--- config.mk ---
export PLATFORM = sky130hd
export DESIGN_NAME = pic_cfg
export DESIGN_NICKNAME = d
export VERILOG_FILES = /design/src/rtl/pic_pkg.sv /design/src/rtl/pic_cfg.sv
export SDC_FILE = /design/constraint.sdc
export NUM_CORES = 1
export LEC_CHECK = 0
export BUFFER_PORTS_ARGS = -buffer_cell sky130_fd_sc_hd__buf_4
export CELL_PAD_IN_SITES_DETAIL_PLACEMENT = 2
export CELL_PAD_IN_SITES_GLOBAL_PLACEMENT = 2
export CORE_MARGIN = 4
export CORE_UTILIZATION = 36
export DETAILED_ROUTE_END_ITERATION = 6
export PLACE_DENSITY = 0.8
export RECOVER_POWER = 100
export SETUP_SLACK_MARGIN = 0.1
export SLEW_MARGIN = 20
export SYNTH_ARGS = -nofsm -noshare
export SYNTH_HDL_FRONTEND = slang
export SYNTH_SLANG_ARGS = --single-unit
export TNS_END_PERCENT = 100
--- constraint.sdc ---
create_clock -name clk -period 1.65 [get_ports clk]
set_input_delay 0.4125 -clock clk [delete_from_list [all_inputs] [get_ports clk]]
set_output_delay 0.4125 -clock clk [all_outputs]
set_load 0.05 [all_outputs]
--- src/rtl/pic_pkg.sv ---
// Shared types, register indexes and constants of the periodic image contact check.
`default_nettype none

package pic_pkg;

	// Largest periodic shift per axis that the hardware supports by default.
	localparam int MAX_IMAGE_RANGE_DEF = 4;

	// Saturation value of every squared distance and partial sum.
	localparam logic [62:0] DIST_MAX = 63'h7FFF_FFFF_FFFF_FFFF;

	// Drain wait from the last image issued until the running minimum is final.
	localparam logic [1:0] DRAIN_LAST = 2'd3;

	// Configuration register indexes.
	localparam logic [2:0] REG_BOX_LEN_X   = 3'd0;
	localparam logic [2:0] REG_BOX_LEN_Y   = 3'd1;
	localparam logic [2:0] REG_BOX_LEN_Z   = 3'd2;
	localparam logic [2:0] REG_CUTOFF_SQ   = 3'd3;
	localparam logic [2:0] REG_IMAGE_RANGE = 3'd4;

	typedef struct packed {
		logic [30:0] box_len_x;
		logic [30:0] box_len_y;
		logic [30:0] box_len_z;
		logic [62:0] cutoff_sq;
		logic [2:0]  image_range;
	} cfg_t;

	typedef struct packed {
		logic [15:0]        tag_a;
		logic [15:0]        tag_b;
		logic signed [31:0] ax;
		logic signed [31:0] ay;
		logic signed [31:0] az;
		logic signed [31:0] bx;
		logic signed [31:0] by_coord;
		logic signed [31:0] bz;
	} in_beat_t;

	typedef struct packed {
		logic [15:0] out_tag_a;
		logic [15:0] out_tag_b;
		logic [62:0] min_dist_sq;
		logic        in_contact;
	} out_beat_t;

	// Commands from the sequencer to the datapath.
	typedef struct packed {
		logic load;       // capture a new pair and reset the running minimum
		logic issue;      // evaluate the image at the current offsets
		logic img_valid;  // the issued image is not the zero shift
		logic wrap_k;     // z shift wraps to -R
		logic wrap_j;     // y shift wraps to -R as well
		logic publish;    // load the result register
	} dp_cmd_t;

endpackage

`default_nettype wire

--- src/rtl/pic_cfg.sv ---
// Configuration register file of the periodic image contact check.
`default_nettype none

module pic_cfg (
	input  wire logic          clk,
	input  wire logic          arst_n,
	input  wire logic          cfg_we,
	input  wire logic [2:0]    cfg_index,
	input  wire logic [62:0]   cfg_wdata,
	output pic_pkg::cfg_t      cfg
);
	import pic_pkg::*;

	cfg_t cfg_q;

	always_ff @(posedge clk or negedge arst_n) begin
		if (!arst_n) begin
			cfg_q.box_len_x   <= '0;
			cfg_q.box_len_y   <= '0;
			cfg_q.box_len_z   <= '0;
			cfg_q.cutoff_sq   <= '0;
			cfg_q.image_range <= 3'd1;
		end else if (cfg_we) begin
			case (cfg_index)
				REG_BOX_LEN_X:   cfg_q.box_len_x   <= cfg_wdata[30:0];
				REG_BOX_LEN_Y:   cfg_q.box_len_y   <= cfg_wdata[30:0];
				REG_BOX_LEN_Z:   cfg_q.box_len_z   <= cfg_wdata[30:0];
				REG_CUTOFF_SQ:   cfg_q.cutoff_sq   <= cfg_wdata;
				REG_IMAGE_RANGE: cfg_q.image_range <= cfg_wdata[2:0];
				default: begin
				end
			endcase
		end
	end

	assign cfg = cfg_q;

endmodule

`default_nettype wire

==> impl_metrics.prom <==
# TYPE chip_impl_metric gauge
chip_impl_info{name="run_status",value="completed"} 1
chip_impl_metric{name="final.setup_skew",unit="ns"} 0
chip_impl_metric{name="num_antenna_cells",unit=""} 0
chip_impl_metric{name="final-instance-count-excl-fill",unit=""} 825
chip_impl_info{name="cp_cell_sequence",value="buf_4"} 1
chip_impl_info{name="crit_path_top_delay_cell",value="sky130_fd_sc_hd__dfstp_2"} 1
chip_impl_metric{name="critPathRequiredTime",unit="ns"} 1.24
chip_impl_info{name="timing.rr.start",value="cfg[108]$_DFFE_PN0P_"} 1
chip_impl_metric{name="synth_area_per_cell",unit="µm²"} 18.4
chip_impl_metric{name="top_level_ports",unit=""} 228
chip_impl_metric{name="drt_drc_violations_left",unit=""} 0
chip_impl_metric{name="antenna_found_initial",unit=""} 0
chip_impl_metric{name="grt_pass1_wl",unit="mm"} 29.0
chip_impl_metric{name="critPathArrivalTime",unit="ns"} 1.14
chip_impl_metric{name="cts-buffers-inserted",unit=""} 17
chip_impl_metric{name="route.final.wire_length",unit="mm"} 18.0
chip_impl_metric{name="fp.dieH",unit="µm"} 140
chip_impl_info{name="timing.setup.critical_path_class",value="reg2out"} 1
chip_impl_metric{name="nets",unit=""} 661
chip_impl_metric{name="fp.dieArea",unit="mm²"} 0.0195
chip_impl_metric{name="synth.lib_cells_used.distinct",unit=""} 11
chip_impl_metric{name="tightest_slew",unit="ns"} 0.647
chip_impl_metric{name="maximum_number_of_pins_on_one_net_before_global_route_repair",unit=""} 48
chip_impl_info{name="capture_instance_of_the_worst_register_to_register_path",value="cfg[108]$_DFFE_PN0P_"} 1
chip_impl_metric{name="cts-root-to-sink-buffers",unit=""} 2
chip_impl_metric{name="largest_register_ff_count",unit=""} 159
chip_impl_metric{name="numClockSinks",unit=""} 159
chip_impl_info{name="min_delay_worst_endpoint",value="cfg[58]$_DFFE_PN0P_"} 1
chip_impl_metric{name="timing.critical_path.buf_inv",unit=""} 1
chip_impl_metric{name="cts-htree-levels",unit=""} 4
chip_impl_info{name="synthDominantAreaCellType",value="sky130_fd_sc_hd__dfrtp_1"} 1
chip_impl_metric{name="grt_pass1_vias",unit=""} 4693
chip_impl_metric{name="mapped_cell_area",unit="mm²"} 0.00625
chip_impl_metric{name="placed_cells_incl_taps",unit=""} 792
chip_impl_metric{name="worst_skew_pair.late_latency",unit="ns"} 0.42
chip_impl_metric{name="finalHoldViolations",unit=""} 0
chip_impl_metric{name="max-vdd-ir-drop",unit="V"} 0.000803
chip_impl_metric{name="place.port_buffers",unit=""} 227
chip_impl_metric{name="p_leak",unit="nW"} 3.98
chip_impl_metric{name="power-per-cell-area",unit="mW/mm²"} 1760
chip_impl_metric{name="register_area",unit="mm²"} 0.00398
chip_impl_info{name="most_common_cell_after_layout_fill_and_taps_aside",value="sky130_fd_sc_hd__clkbuf_2"} 1
chip_impl_metric{name="pre_cts_slack",unit="ns"} -0.0282
chip_impl_info{name="root_buffer",value="sky130_fd_sc_hd__clkbuf_16"} 1
chip_impl_metric{name="timing.critical_path.depth",unit=""} 1
chip_impl_metric{name="num_rows",unit=""} 47
chip_impl_metric{name="synth_top_area_frac",unit=""} 0.633
chip_impl_info{name="synth_area_leaders",value="sky130_fd_sc_hd__dfrtp_1, sky130_fd_sc_hd__mux2_2, sky130_fd_sc_hd__mux2_4, sky130_fd_sc_hd__buf_6, sky130_fd_sc_hd__mux2_1"} 1
chip_impl_metric{name="clkSlewWorstSetupHoldPaths",unit="ns"} 0.06
chip_impl_metric{name="route.vias.total",unit=""} 3925
chip_impl_metric{name="timing.max_cap.violations",unit=""} 0
chip_impl_metric{name="timing.reg2reg.worst_path_depth",unit=""} 1
chip_impl_metric{name="slew-limit-headroom",unit=""} 0.569
chip_impl_metric{name="post-dp-hpwl",unit="mm"} 13.3
chip_impl_metric{name="yosys_register_bits",unit=""} 159
chip_impl_metric{name="synth_fp_nets",unit=""} 408
chip_impl_metric{name="max_freq",unit="MHz"} 643
chip_impl_metric{name="r2r_setup_slack",unit="ns"} 0.79
chip_impl_metric{name="final_period_minus_worst_setup_slack",unit="ns"} 1.55
chip_impl_metric{name="die_w",unit="µm"} 140
chip_impl_metric{name="finalMaxSlewViolations",unit=""} 0
chip_impl_metric{name="slowest_delay",unit="ns"} 0.53
chip_impl_info{name="setup.worst_path.end_class",value="output pin"} 1
chip_impl_metric{name="drive_gt1_frac",unit=""} 0.615
chip_impl_metric{name="start_util",unit=""} 0.372
chip_impl_metric{name="gp_congestion",unit=""} 0.768
chip_impl_metric{name="post-route-period-util",unit=""} 0.942
chip_impl_metric{name="crit_path_max_fanout",unit=""} 2
chip_impl_info{name="hold_sp",value="cfg_wdata[55]"} 1
chip_impl_metric{name="number_of_instances_in_the_synthesized_netlist",unit=""} 339
chip_impl_metric{name="hold-worst-slack",unit="ns"} 0.214
chip_impl_metric{name="grt.overflow.total",unit=""} 0
chip_impl_metric{name="all_layer_gr_usage",unit=""} 0.191
chip_impl_metric{name="flow.area_growth_from_synthesis",unit="%"} 30.7
chip_impl_metric{name="drt-wirelength-per-cell",unit="µm"} 21.8
chip_impl_metric{name="ys_warn_count",unit=""} 0
chip_impl_metric{name="drtAntennaViolNets",unit=""} 0
chip_impl_info{name="cp_top_family",value="flip-flops"} 1
chip_impl_metric{name="final-setup-viol-count",unit=""} 0
chip_impl_metric{name="avgViaCountPerCell",unit=""} 4.76
chip_impl_metric{name="fin_ws",unit="ns"} 0.0953
chip_impl_info{name="unrepaired_setup_endpoints_after_global_routing",value="yes"} 1
chip_impl_info{name="worst_hold_path_type",value="in2reg"} 1
chip_impl_metric{name="initialDrtViolationCount",unit=""} 107
chip_impl_info{name="tritoncts",value="done"} 1
chip_impl_info{name="timing.critical_path.from_type",value="register"} 1
chip_impl_metric{name="ys_seq_area_frac",unit=""} 0.637
chip_impl_metric{name="worst_hold_stages",unit=""} 2
chip_impl_metric{name="number_of_iterations_in_the_first_detailed_routing_pass",unit=""} 4
chip_impl_metric{name="core_area",unit="mm²"} 0.0168
chip_impl_info{name="commonest_cells_after_routing_fill_and_taps_aside",value="sky130_fd_sc_hd__clkbuf_2, sky130_fd_sc_hd__dfrtp_1, sky130_fd_sc_hd__mux2_2"} 1
chip_impl_metric{name="multiInputGateArea",unit="mm²"} 0.00190
chip_impl_metric{name="layout.filler_cells",unit=""} 1731
[where the power goes]
group / internal, mW / leakage, nW / switching, mW / total, mW
registers: 4.77 / 1.91 / 0.520 / 5.29
logic: 1.28 / 1.80 / 4.04 / 5.32
clock network: 2.23 / 0.271 / 1.54 / 3.77
[Yosys cell counts]
master and n:
sky130_fd_sc_hd__and4bb_2 1, sky130_fd_sc_hd__buf_6 15, sky130_fd_sc_hd__mux2_1 6, sky130_fd_sc_hd__buf_4 1, sky130_fd_sc_hd__nor4b_4 1, sky130_fd_sc_hd__nand4b_1 1
sky130_fd_sc_hd__mux2_2 93, sky130_fd_sc_hd__and4bb_4 2, sky130_fd_sc_hd__dfstp_2 1, sky130_fd_sc_hd__dfrtp_1 158, sky130_fd_sc_hd__mux2_4 60
[worst max path at each step]
stage	startpoint	endpoint
floorplan	cfg_index[0]	cfg[149]$_DFFE_PN0P_
global placement	cfg_index[0]	cfg[150]$_DFFE_PN0P_
detailed placement	cfg_index[0]	cfg[150]$_DFFE_PN0P_
CTS	cfg[0]$_DFFE_PN1P_	cfg[0]
global route	cfg[0]$_DFFE_PN1P_	cfg[0]
finish	cfg[0]$_DFFE_PN1P_	cfg[0]
[through the flow]
stage                     cell area, µm²  total power, mW  TNS [ns]  utilization
after floorplan                     6250             9.32         0            -
after global placement              8320             11.3         0        0.495
after detailed placement            8320             11.5    -0.317        0.495
after CTS                           8910             15.4         0        0.530
after global routing                8170             15.1         0        0.486
final                               8170             14.4         0        0.486
[cells by family after synthesis]
group,share of synthesized area
mux,0.323
flops,0.637
buf+inv,0.0282
simple gates,0.0124
[timing repair]
item	4_1_cts	5_1_grt
hold buffers	1	0
setup buffers	0	0
gates resized for setup	1	1
setup endpoints to repair	1	1
hold endpoints to repair	33	0
pin swaps	0	0
[per-layer routing]
layer	GRT usage	wire (µm)
met5	0	0
met4	0.0490	213
met3	0.0779	1530
met2	0.324	9370
met1	0.227	6870
[area by class of cell]
| class | instances | area share |
|---|---|---|
| clock buffer | 23 | 0.0597 |
| multi-input combinational | 164 | 0.232 |
| sequential | 159 | 0.487 |
| clock inverter | 9 | 0.0103 |
| tap | 220 | 0.0337 |
| timing repair buffer | 250 | 0.177 |
(Power assumes the default switching activity.)
