<file path="config.mk">
export PLATFORM = sky130hd
export DESIGN_NAME = pic_ctrl
export DESIGN_NICKNAME = d
export VERILOG_FILES = /design/src/rtl/pic_pkg.sv /design/src/rtl/pic_ctrl.sv
export SDC_FILE = /design/constraint.sdc
export NUM_CORES = 1
export LEC_CHECK = 0
export ABC_AREA = 1
export BUFFER_PORTS_ARGS = -buffer_cell sky130_fd_sc_hd__buf_2
export CORE_MARGIN = 2
export CORE_UTILIZATION = 62
export DETAILED_ROUTE_END_ITERATION = 6
export PLACE_DENSITY = 0.86
export SYNTH_ARGS = -nofsm -noshare
export SYNTH_HDL_FRONTEND = slang
export SYNTH_SLANG_ARGS = --single-unit
</file>
<file path="constraint.sdc">
create_clock -name clk -period 2 [get_ports clk]
set_input_delay 0.2 -clock clk [delete_from_list [all_inputs] [get_ports clk]]
set_output_delay 0.2 -clock clk [all_outputs]
set_load 0.05 [all_outputs]
</file>
<file path="src/rtl/pic_pkg.sv">
// Shared types, register indexes and constants of the periodic image contact check.
`default_nettype none

package pic_pkg;

	// Largest periodic shift per axis that the hardware supports by default.
	localparam int MAX_IMAGE_RANGE_DEF = 4;

	// Saturation value of every squared distance and partial sum.
	localparam logic [62:0] DIST_MAX = 63'h7FFF_FFFF_FFFF_FFFF;

	// Drain wait from the last image issued until the running minimum is final.
	localparam logic [1:0] DRAIN_LAST = 2'd3;

	// Configuration register indexes.
	localparam logic [2:0] REG_BOX_LEN_X   = 3'd0;
	localparam logic [2:0] REG_BOX_LEN_Y   = 3'd1;
	localparam logic [2:0] REG_BOX_LEN_Z   = 3'd2;
	localparam logic [2:0] REG_CUTOFF_SQ   = 3'd3;
	localparam logic [2:0] REG_IMAGE_RANGE = 3'd4;

	typedef struct packed {
		logic [30:0] box_len_x;
		logic [30:0] box_len_y;
		logic [30:0] box_len_z;
		logic [62:0] cutoff_sq;
		logic [2:0]  image_range;
	} cfg_t;

	typedef struct packed {
		logic [15:0]        tag_a;
		logic [15:0]        tag_b;
		logic signed [31:0] ax;
		logic signed [31:0] ay;
		logic signed [31:0] az;
		logic signed [31:0] bx;
		logic signed [31:0] by_coord;
		logic signed [31:0] bz;
	} in_beat_t;

	typedef struct packed {
		logic [15:0] out_tag_a;
		logic [15:0] out_tag_b;
		logic [62:0] min_dist_sq;
		logic        in_contact;
	} out_beat_t;

	// Commands from the sequencer to the datapath.
	typedef struct packed {
		logic load;       // capture a new pair and reset the running minimum
		logic issue;      // evaluate the image at the current offsets
		logic img_valid;  // the issued image is not the zero shift
		logic wrap_k;     // z shift wraps to -R
		logic wrap_j;     // y shift wraps to -R as well
		logic publish;    // load the result register
	} dp_cmd_t;

endpackage

`default_nettype wire

</file>
<file path="src/rtl/pic_ctrl.sv">
// Sequencer: accepts a pair, walks the image shifts, drains the pipeline, hands over the result.
`default_nettype none

module pic_ctrl #(
	parameter int MAX_RANGE = pic_pkg::MAX_IMAGE_RANGE_DEF
) (
	input  wire logic                            clk,
	input  wire logic                            arst_n,
	input  wire logic                            item_valid,
	output logic                                 item_ready,
	output logic                                 result_valid,
	input  wire logic                            result_ready,
	input  wire logic [$clog2(MAX_RANGE+1)-1:0]  range_eff,
	output pic_pkg::dp_cmd_t                     cmd
);
	import pic_pkg::*;

	localparam int RW = $clog2(MAX_RANGE + 1);
	localparam int CW = $clog2(2 * MAX_RANGE + 1);

	typedef enum logic [2:0] {
		ST_IDLE  = 3'b001,
		ST_RUN   = 3'b010,
		ST_DRAIN = 3'b100
	} state_t;

	state_t        state_q, state_d;
	logic [CW-1:0] i_q, j_q, k_q, i_d, j_d, k_d;
	logic [1:0]    drain_q, drain_d;
	logic          result_valid_q, result_valid_d;
	logic [CW-1:0] top;
	logic [CW-1:0] mid;

	// Shift counters run from 0 to 2R; the count R stands for a zero shift.
	assign top = CW'({range_eff, 1'b0});
	assign mid = CW'(range_eff);

	assign item_ready   = (state_q == ST_IDLE);
	assign result_valid = result_valid_q;

	always_comb begin
		cmd            = '0;
		state_d        = state_q;
		i_d            = i_q;
		j_d            = j_q;
		k_d            = k_q;
		drain_d        = drain_q;
		result_valid_d = result_valid_q && !result_ready;
		case (state_q)
			ST_IDLE: begin
				if (item_valid) begin
					cmd.load = 1'b1;
					i_d      = '0;
					j_d      = '0;
					k_d      = '0;
					if (range_eff == RW'(0)) begin
						state_d = ST_DRAIN;
						drain_d = DRAIN_LAST;
					end else begin
						state_d = ST_RUN;
					end
				end
			end
			ST_RUN: begin
				cmd.issue     = 1'b1;
				cmd.img_valid = !((i_q == mid) && (j_q == mid) && (k_q == mid));
				if (k_q == top) begin
					k_d        = '0;
					cmd.wrap_k = 1'b1;
					if (j_q == top) begin
						j_d        = '0;
						cmd.wrap_j = 1'b1;
						if (i_q == top) begin
							state_d = ST_DRAIN;
							drain_d = DRAIN_LAST;
						end else begin
							i_d = i_q + CW'(1);
						end
					end else begin
						j_d = j_q + CW'(1);
					end
				end else begin
					k_d = k_q + CW'(1);
				end
			end
			ST_DRAIN: begin
				if (drain_q != 2'd0) begin
					drain_d = drain_q - 2'd1;
				end else if (!result_valid_q || result_ready) begin
					cmd.publish    = 1'b1;
					result_valid_d = 1'b1;
					state_d        = ST_IDLE;
				end
			end
			default: begin
				state_d = ST_IDLE;
			end
		endcase
	end

	always_ff @(posedge clk or negedge arst_n) begin
		if (!arst_n) begin
			state_q        <= ST_IDLE;
			i_q            <= '0;
			j_q            <= '0;
			k_q            <= '0;
			drain_q        <= '0;
			result_valid_q <= 1'b0;
		end else begin
			state_q        <= state_d;
			i_q            <= i_d;
			j_q            <= j_d;
			k_q            <= k_d;
			drain_q        <= drain_d;
			result_valid_q <= result_valid_d;
		end
	end

	a_run_exit: assert property (@(posedge clk) disable iff (!arst_n)
		state_q == ST_RUN |=> state_q == ST_RUN || state_q == ST_DRAIN)
		else $error("image walk left for a state other than drain");

	a_drain_entry: assert property (@(posedge clk) disable iff (!arst_n)
		(state_q != ST_DRAIN) ##1 (state_q == ST_DRAIN) |-> drain_q == DRAIN_LAST)
		else $error("drain started without a full pipeline wait");

	a_no_overwrite: assert property (@(posedge clk) disable iff (!arst_n)
		result_valid_q && !result_ready |-> !cmd.publish)
		else $error("result register loaded while a beat waits");

	a_publish: assert property (@(posedge clk) disable iff (!arst_n)
		cmd.publish |=> result_valid_q && state_q == ST_IDLE)
		else $error("published result not offered");

endmodule

`default_nettype wire

</file>
==> results of run 1 <==
-- placed cells by master, fill, tap and decap left out, drive strengths merged --
cell,count
clkbuf,4
o21ai,13
nor2,21
nor3,2
dlygate4sd3,1
ha,4
nand4,1
o22ai,3
dfstp,1
inv,33
nand2,66
buf,15
a22oi,1
dfrtp,17
nand3b,1
nand3,22
xnor2,5
a21oi,4
xor2,2
-- synthesized netlist by cell type (all sizes together) --
master,instances,area share [%]
nand2,66,20
inv,33,8.8
nand3,22,8.5
nor2,21,8.7
dfrtp,17,30
o21ai,13,5.4
xnor2,5,3.1
a21oi,4,1.7
ha,4,3.5
buf,3,1.9
o22ai,3,1.3
nor3,2,2.3
xor2,2,1.2
a22oi,1,0.53
dfstp,1,1.9
nand3b,1,0.53
nand4,1,0.44
-- cell type report --
| cell class | count | area [sq um] | share of cell area (%) |
|---|---|---|---|
| Clock buffer | 4 | 36.3 | 2.33 |
| Inverter | 33 | 124 | 7.97 |
| Sequential cell | 18 | 452 | 29.1 |
| Tap cell | 28 | 35.0 | 2.25 |
| Timing Repair Buffer | 16 | 87.6 | 5.64 |
| Multi-Input combinational cell | 145 | 820 | 52.7 |
-- critical path, cell delays in order, from the launching register on --
cell,delay [ps]
sky130_fd_sc_hd__dfrtp_1,460
sky130_fd_sc_hd__nor3_4,360
sky130_fd_sc_hd__nand3_2,170
sky130_fd_sc_hd__nor2_1,110
sky130_fd_sc_hd__buf_2,270
-- power by group through the flow --
stage,sequential (W),combinational (W),clock (W)
CTS,0.000605,0.00122,0.000241
global placement,0.000604,0.00117,0
detailed placement,0.000613,0.00122,0
finish,0.000606,0.00122,0.000233
floorplan,0.000592,0.00101,0
global route,0.000627,0.00136,0.000254
-- layer usage --
layer / GRT usage (%) / vias up / wire, um
met4: 6.14 / 0 / 14
met1: 36.0 / 604 / 1370
met5: 0 / - / 0
met3: 3.45 / 2 / 98
met2: 44.4 / 33 / 1470
li1: - / 662 / -
-- cell families after synthesis --
| logic type | share of synthesized area (%) |
|---|---|
| buffers and inverters | 10.6 |
| and+or+nand+nor | 40.6 |
| adders and majority gates | 3.54 |
| xor gates and xnor gates | 4.34 |
| DFF | 31.9 |
| AOI/OAI and AO/OA | 8.94 |
-- state kept, by name (all words and copies together), names as in the netlist --
register and cells:
state_q 3, j_q 4, k_q 4, result_valid 1
drain_q 2, i_q 4
-- stage by stage --
step           instances  setup slack (ps)  hold slack (ps)  utilization, %
6_report             244               137              187            70.9
5_1_grt              244              38.6              192            70.9
4_1_cts              244               115              180            70.9
3_5_place_dp         239               451              153            68.8
3_3_place_gp         239               485              143            68.8
2_1_floorplan        199              93.4            -95.6               -
-- worst paths after layout --
check | from | end | slack [ps] | depth (start not counted)
hold reg to reg | drain_q[1] | drain_q[1] | 510 | 2
min in group asynchronous | arst_n | k_q[2] | 340 | 2
setup / recovery | state_q[2] | cmd[1] | 140 | 4
hold / removal | result_ready | result_valid | 190 | 4
max in group asynchronous | arst_n | state_q[0] | 1340 | 2
setup reg to reg | state_q[2] | state_q[1] | 450 | 7
==> out/metrics.yaml, run 1 <==
global_routing:
  globalRoute.totalOverflow: 0
  grt_antenna_before_repair: 0
  vias_in_the_first_global_route: 1206
  grt_pass1_wl_mm: 5.31
  pin_count_of_the_biggest_net_entering_global_routing: 19
  gr-usage-all-layers_pct: 26.4
logic_synthesis:
  post_synth.cell_area_avg_sq_um: 7.10
  synth_fp_nets: 210
  yosys.cell_types.count: 28
  ff_latch_count_synth: 18
  synth_sequential_area_ratio_pct: 31.9
  ys.warnings.count: 0
  post_synth_inst_count: 199
  mappedNetlistArea_sq_mm: 0.00141
critical_path:
  critical_path.max_fanout: 7
  startpoint_type: "flip-flop"
  crit_required_ps: 1800
  setup.worst_path.end_class: "primary output"
  critPathKind: "reg -> out"
  worstPathArrival_ps: 1660
route:
  routed_wl_mm: 2.95
  final_routed_drc_violation_total: 0
  drt_pre_antenna_iters: 4
  vias_per_cell: 5.33
  dr_total_vias: 1301
  drt_iter0_drc: 33
  routed_wire_length_per_instance_um: 12.1
  route.antenna.remaining_nets: 0
finish:
  number_of_antenna_diodes: 0
  post-route-cell-area_sq_mm: 0.00155
  num-fill-cells: 178
  number_of_nets_in_the_layout: 228
  synthToLayoutAreaGrowth_pct: 9.91
  final_layout_size_suffix_gt1_share_pct: 23.6
power:
  power_density_mw_per_mm2: 1320
  cellLeakagePower_nw: 0.825
  net_switching_component_of_the_power_w: 0.00108
  comb_power_share_pct: 59.2
  clock_power_share_pct: 11.3
  internal_cell_power_w: 0.000974
  vdd.ir_drop.worst_mv: 0.922
  sequentialPowerShare_pct: 29.4
  sw_frac_of_total_pct: 52.7
  fin_total_pwr_w: 0.00206
clocking:
  tritoncts: "yes"
  clk_sink_count: 18
  clkLatencyLatePin_ps: 300
  cts_root_buf: "sky130_fd_sc_hd__clkbuf_4"
  h-tree-depth: 1
  clk_pin_slew_worst_paths_ps: 110
  cts_hold_buf: 1
  clock_tree.buffer_depth: 2
  cts_inserted_buffers: 3
  cts.repair.resized: 0
  post-cts-setup-buffer-count: 0
die:
  dieHeight_um: 51.8
  die-area_sq_mm: 0.00268
  core_sq_mm: 0.00219
  initial_core_util_pct: 64.5
  floorplan.io_pins: 15
  rows: 17
  die_width_um: 51.8
timing:
  grt_setup_unrepaired: "no"
  maxSlewViolCount: 0
  slew_headroom_pct: 73.9
  timing.final.setup_violations: 0
  total_neg_setup_slack_ps: 0
  worstMarginPinSlew_ps: 391
  finalCriticalPeriod_ps: 1860
  skew_ps: 5.96
  layout_worst_path_cycle_share_pct: 93.1
  fmaxAchievable_mhz: 537
  hold_viol: 0
place:
  finalWeightedCongestion: 0.903
  dp.final_hpwl_mm: 2.36
  io_buffers: 14
  placed_area_sq_mm: 0.00151
job:
  max_cap_violations: 0
outcome:
  run_status: "completed"
min_path:
  hp-class: "in -> reg"
No activity file was read; power rests on OpenSTA's default activity.
==> inputs of run 2 (changes only) <==
- ABC_AREA: 1 -> not set
- CORE_UTILIZATION: 62 -> 60
- PLACE_DENSITY: 0.86 -> 0.85
- SKIP_CTS_REPAIR_TIMING: not set -> 1
==> run 2 against run 1 <==
The flow now finishes with violations (negative setup slack). Global-route usage decreased by 0.28 points. Clock power about the same. Die area decreased by 14%. Via count decreased by 13%. Cell count decreased by 27%. Clock-buffer cell count unchanged. Sequential share of layout area increased by 2.8 points. Maximum frequency decreased by 10%. Synthesized cell count decreased by 37%. Largest cell class unchanged.
==> out/metrics.yaml, run 2 <==
critical_path:
  worstPathArrival_ps: 1880  # +220 ps
  timing.critical_path.to: "cmd[3]"
  critPathLaunch: "i_q[0]"
  r2r_cells: 7  # unchanged
  critical_path.cell_chain: "or4_1, a22oi_1, a21oi_1, buf_4"
  regToRegSetupSlack_ps: 60  # -390 ps
  slowest_stage: "sky130_fd_sc_hd__or4_1"
  crit_required_ps: 1800  # about the same
  worst-path-buf-inv: 1  # unchanged
  setup.worst_path.end_class: "primary output"
  worst_path_largest_cell_delay_ps: 570  # +110 ps
  regToRegStartpoint: "j_q[1]"
  startpoint_type: "flip-flop"
  cpLargestDelayFamily: "simple AND/OR/NAND/NOR gates"
  critical_path.max_fanout: 8  # +1
  critical_path_cell_count: 4  # unchanged
  critPathKind: "reg -> out"
  worstReg2RegEnd: "i_q[3]"
die:
  die-area_sq_mm: 0.00231  # -14%
  initial_core_util_pct: 65.4  # +0.87 points
  rows: 15  # -2
  floorplan.io_pins: 15  # unchanged
  dieHeight_um: 48.1  # -7.1%
  die_width_um: 48.1  # -7.1%
  core_sq_mm: 0.00178  # -19%
finish:
  final_layout_size_suffix_gt1_share_pct: 30.9  # +7.3 points
  num-fill-cells: 106  # -40%
  number_of_nets_in_the_layout: 164  # -28%
  multi_input_area_sq_um: 696  # -15%
  final-seq-area_sq_um: 455  # +0.83%
  post_layout_nonfiller_instances: 177  # -27%
  mostFrequentLayoutCells: "sky130_fd_sc_hd__nand2_1 (14), sky130_fd_sc_hd__dfrtp_1 (14), sky130_fd_sc_hd__buf_4 (12)"
  synthToLayoutAreaGrowth_pct: 22.4
  final_core_util_pct: 80.1  # +9.1 points
  top_regs: "i_q: 4 flops, j_q: 4 flops, k_q: 4 flops"
  number_of_antenna_diodes: 0  # unchanged
timing:
  layout_worst_path_cycle_share_pct: 104  # +11 points
  post-route-worst-setup-slack_ps: -79.6  # -217 ps
  maxSlewViolCount: 0  # unchanged
  grt_setup_unrepaired: "yes"
  hold_viol: 0  # unchanged
  fmaxAchievable_mhz: 481  # -10%
  worstMarginPinSlew_ps: 418  # +26.9 ps
  finalCriticalPeriod_ps: 2080  # +217 ps
  timing.final.setup_violations: 1  # +1
  total_neg_setup_slack_ps: -79.6  # -79.6 ps
  skew_ps: 8.23  # +2.27 ps
  slew_headroom_pct: 72.1  # -1.8 points
route:
  route.antenna.remaining_nets: 0  # unchanged
  dr_total_vias: 1136  # -13%
  routed_wl_mm: 2.99  # +1.5%
  vias_per_cell: 6.42  # +20%
  drt_pre_antenna_iters: 4  # unchanged
  drt_iter0_drc: 47  # +42%
  routed_wire_length_per_instance_um: 16.9  # +40%
  final_routed_drc_violation_total: 0  # unchanged
logic_synthesis:
  post_synth_inst_count: 126  # -37%
  ys_async_sr_fraction_pct: 100  # unchanged
  synth_most_common_cell: "sky130_fd_sc_hd__dfrtp_1"
  synth_sequential_area_ratio_pct: 38.7  # +6.8 points
  synth-edff-count: 0  # unchanged
  mappedNetlistArea_sq_mm: 0.00117  # -18%
  main_synth_ff_type: "sky130_fd_sc_hd__dfrtp_1"
  ff_latch_count_synth: 18  # unchanged
  synthDominantAreaCellType: "sky130_fd_sc_hd__dfrtp_1"
  synth_top_area_share_pct: 36.5  # +6.4 points
  yosys-top-cells-area: "sky130_fd_sc_hd__dfrtp_1 (36%), sky130_fd_sc_hd__xor2_1 (6.8%), sky130_fd_sc_hd__nand2_1 (4.5%)"
  post_synth.cell_area_avg_sq_um: 9.25  # +30%
  yosys.cell_types.count: 42  # +50%
  synth_fp_nets: 137  # -35%
  synth.cells.most_frequent: "sky130_fd_sc_hd__dfrtp_1 (17), sky130_fd_sc_hd__nand2_1 (14), sky130_fd_sc_hd__o21ai_0 (10)"
  ys.warnings.count: 0  # unchanged
power:
  net_switching_component_of_the_power_w: 0.000637  # -41%
  sw_frac_of_total_pct: 44.3  # -8.4 points
  power_density_mw_per_mm2: 1010  # -24%
  internal_cell_power_w: 0.000799  # -18%
  comb_power_share_pct: 48.2  # -11 points
  vdd.ir_drop.worst_mv: 0.617  # -33%
  clock_power_share_pct: 16.0  # +4.7 points
  sequentialPowerShare_pct: 35.8  # +6.4 points
  cellLeakagePower_nw: 0.656  # -21%
global_routing:
  gr-usage-all-layers_pct: 26.1  # -0.28 points
  grt_antenna_before_repair: 0  # unchanged
  globalRoute.totalOverflow: 0  # unchanged
  grt_pass1_wl_mm: 4.05  # -24%
  pin_count_of_the_biggest_net_entering_global_routing: 19  # unchanged
  vias_in_the_first_global_route: 941  # -22%
place:
  dp.final_hpwl_mm: 1.97  # -16%
  placed_cells: 168  # -30%
  io_buffers: 14  # unchanged
  finalWeightedCongestion: 0.790  # -13%
  dpl_worst_slack_ps: 136  # -315 ps
clocking:
  clock_tree.buffer_depth: 2  # unchanged
  tritoncts: "yes"
  clk_pin_slew_worst_paths_ps: 110  # about the same
  clk_sink_count: 18  # unchanged
  cts_root_buf: "sky130_fd_sc_hd__clkbuf_4"
  clkLatencyLatePin_ps: 300  # about the same
  cts_inserted_buffers: 3  # unchanged
  h-tree-depth: 1  # unchanged
outcome:
  violations_in_the_final_reports: "negative setup slack"
  run_status: "finished, violations left"
min_path:
  hp-class: "in -> reg"
job:
  max_cap_violations: 0  # unchanged
## run 2: changes by cell type in the layout (fill, tap and decap cells not counted), moves of 5 or more
cell	delta
sky130_fd_sc_hd__buf_4	+11
sky130_fd_sc_hd__inv_1	-20
sky130_fd_sc_hd__inv_2	-9
sky130_fd_sc_hd__nand2_1	-43
sky130_fd_sc_hd__nand2_2	-6
sky130_fd_sc_hd__nand3_1	-16
sky130_fd_sc_hd__nor2_1	-6
sky130_fd_sc_hd__nor3_1	+5
sky130_fd_sc_hd__xor2_1	+6
## run 2: kinds of logic (layout without fill, tap and decap cells)
logic type	Yosys count	count (layout)	synth area share (%)
buf+inv	10	36	4.18
simple gates	54	54	27.4
compound gates	29	29	17.0
mux	1	1	0.966
flops	18	18	38.7
fa+ha+maj	4	4	4.29
xor+xnor	10	10	7.51
## run 2: final cells by class
type                       count  share of cell area [%]
multi-input combinational     98                    48.7
inverter                       6                    1.93
clock buffer                   4                    2.54
sequential                    18                    31.9
tap                           25                    2.19
timing repair buffer          26                    12.7
## run 2: layer usage
layer / routed length, um / part of all wire, % / vias up / GRT usage (%)
met5: 0 / 0 / - / 0
met4: 57 / 1.9 / 0 / 14.6
met3: 193 / 6.4 / 8 / 5.28
met2: 1510 / 50 / 56 / 42.1
met1: 1230 / 41 / 555 / 32.3
li1: - / - / 517 / -
## run 2: stage by stage
step | total power (W) | hold WS (ps) | instance area (sq um)
3_5_place_dp | 0.00114 | 151 | 1300
6_report | 0.00144 | 153 | 1430
5_1_grt | 0.00152 | 164 | 1430
2_1_floorplan | 0.000949 | -95.6 | 1170
4_1_cts | 0.00137 | -178 | 1340
3_3_place_gp | 0.00111 | 148 | 1300
## run 2: worst register-to-register path, stage by stage (launching register included)
cell and delay (ps):
sky130_fd_sc_hd__dfrtp_1 390, sky130_fd_sc_hd__buf_4 160, sky130_fd_sc_hd__xor2_2 160, sky130_fd_sc_hd__nor4_4 290, sky130_fd_sc_hd__buf_4 160, sky130_fd_sc_hd__nand3_2 130
sky130_fd_sc_hd__or4_1 520, sky130_fd_sc_hd__nand3_1 100
## run 2: worst min-delay path by stage
stage / cells after the start / slack, ps / to / startpoint
5_1_grt: 3 / 160 / result_valid / result_ready
6_report: 3 / 150 / result_valid / result_ready
4_1_cts: 1 / -180 / result_valid / arst_n
3_5_place_dp: 1 / 150 / result_valid / arst_n
2_1_floorplan: 0 / -100 / drain_q[0] / arst_n
3_3_place_gp: 1 / 150 / result_valid / arst_n
## run 2: power by group through the flow
stage	sequential (W)	combinational, W	clock [W]
floorplan	0.000508	0.000441	0
global placement	0.000509	0.000599	0
detailed placement	0.000515	0.000629	0
CTS	0.000507	0.000633	0.000231
global route	0.000525	0.000746	0.000249
finish	0.000514	0.000691	0.000230
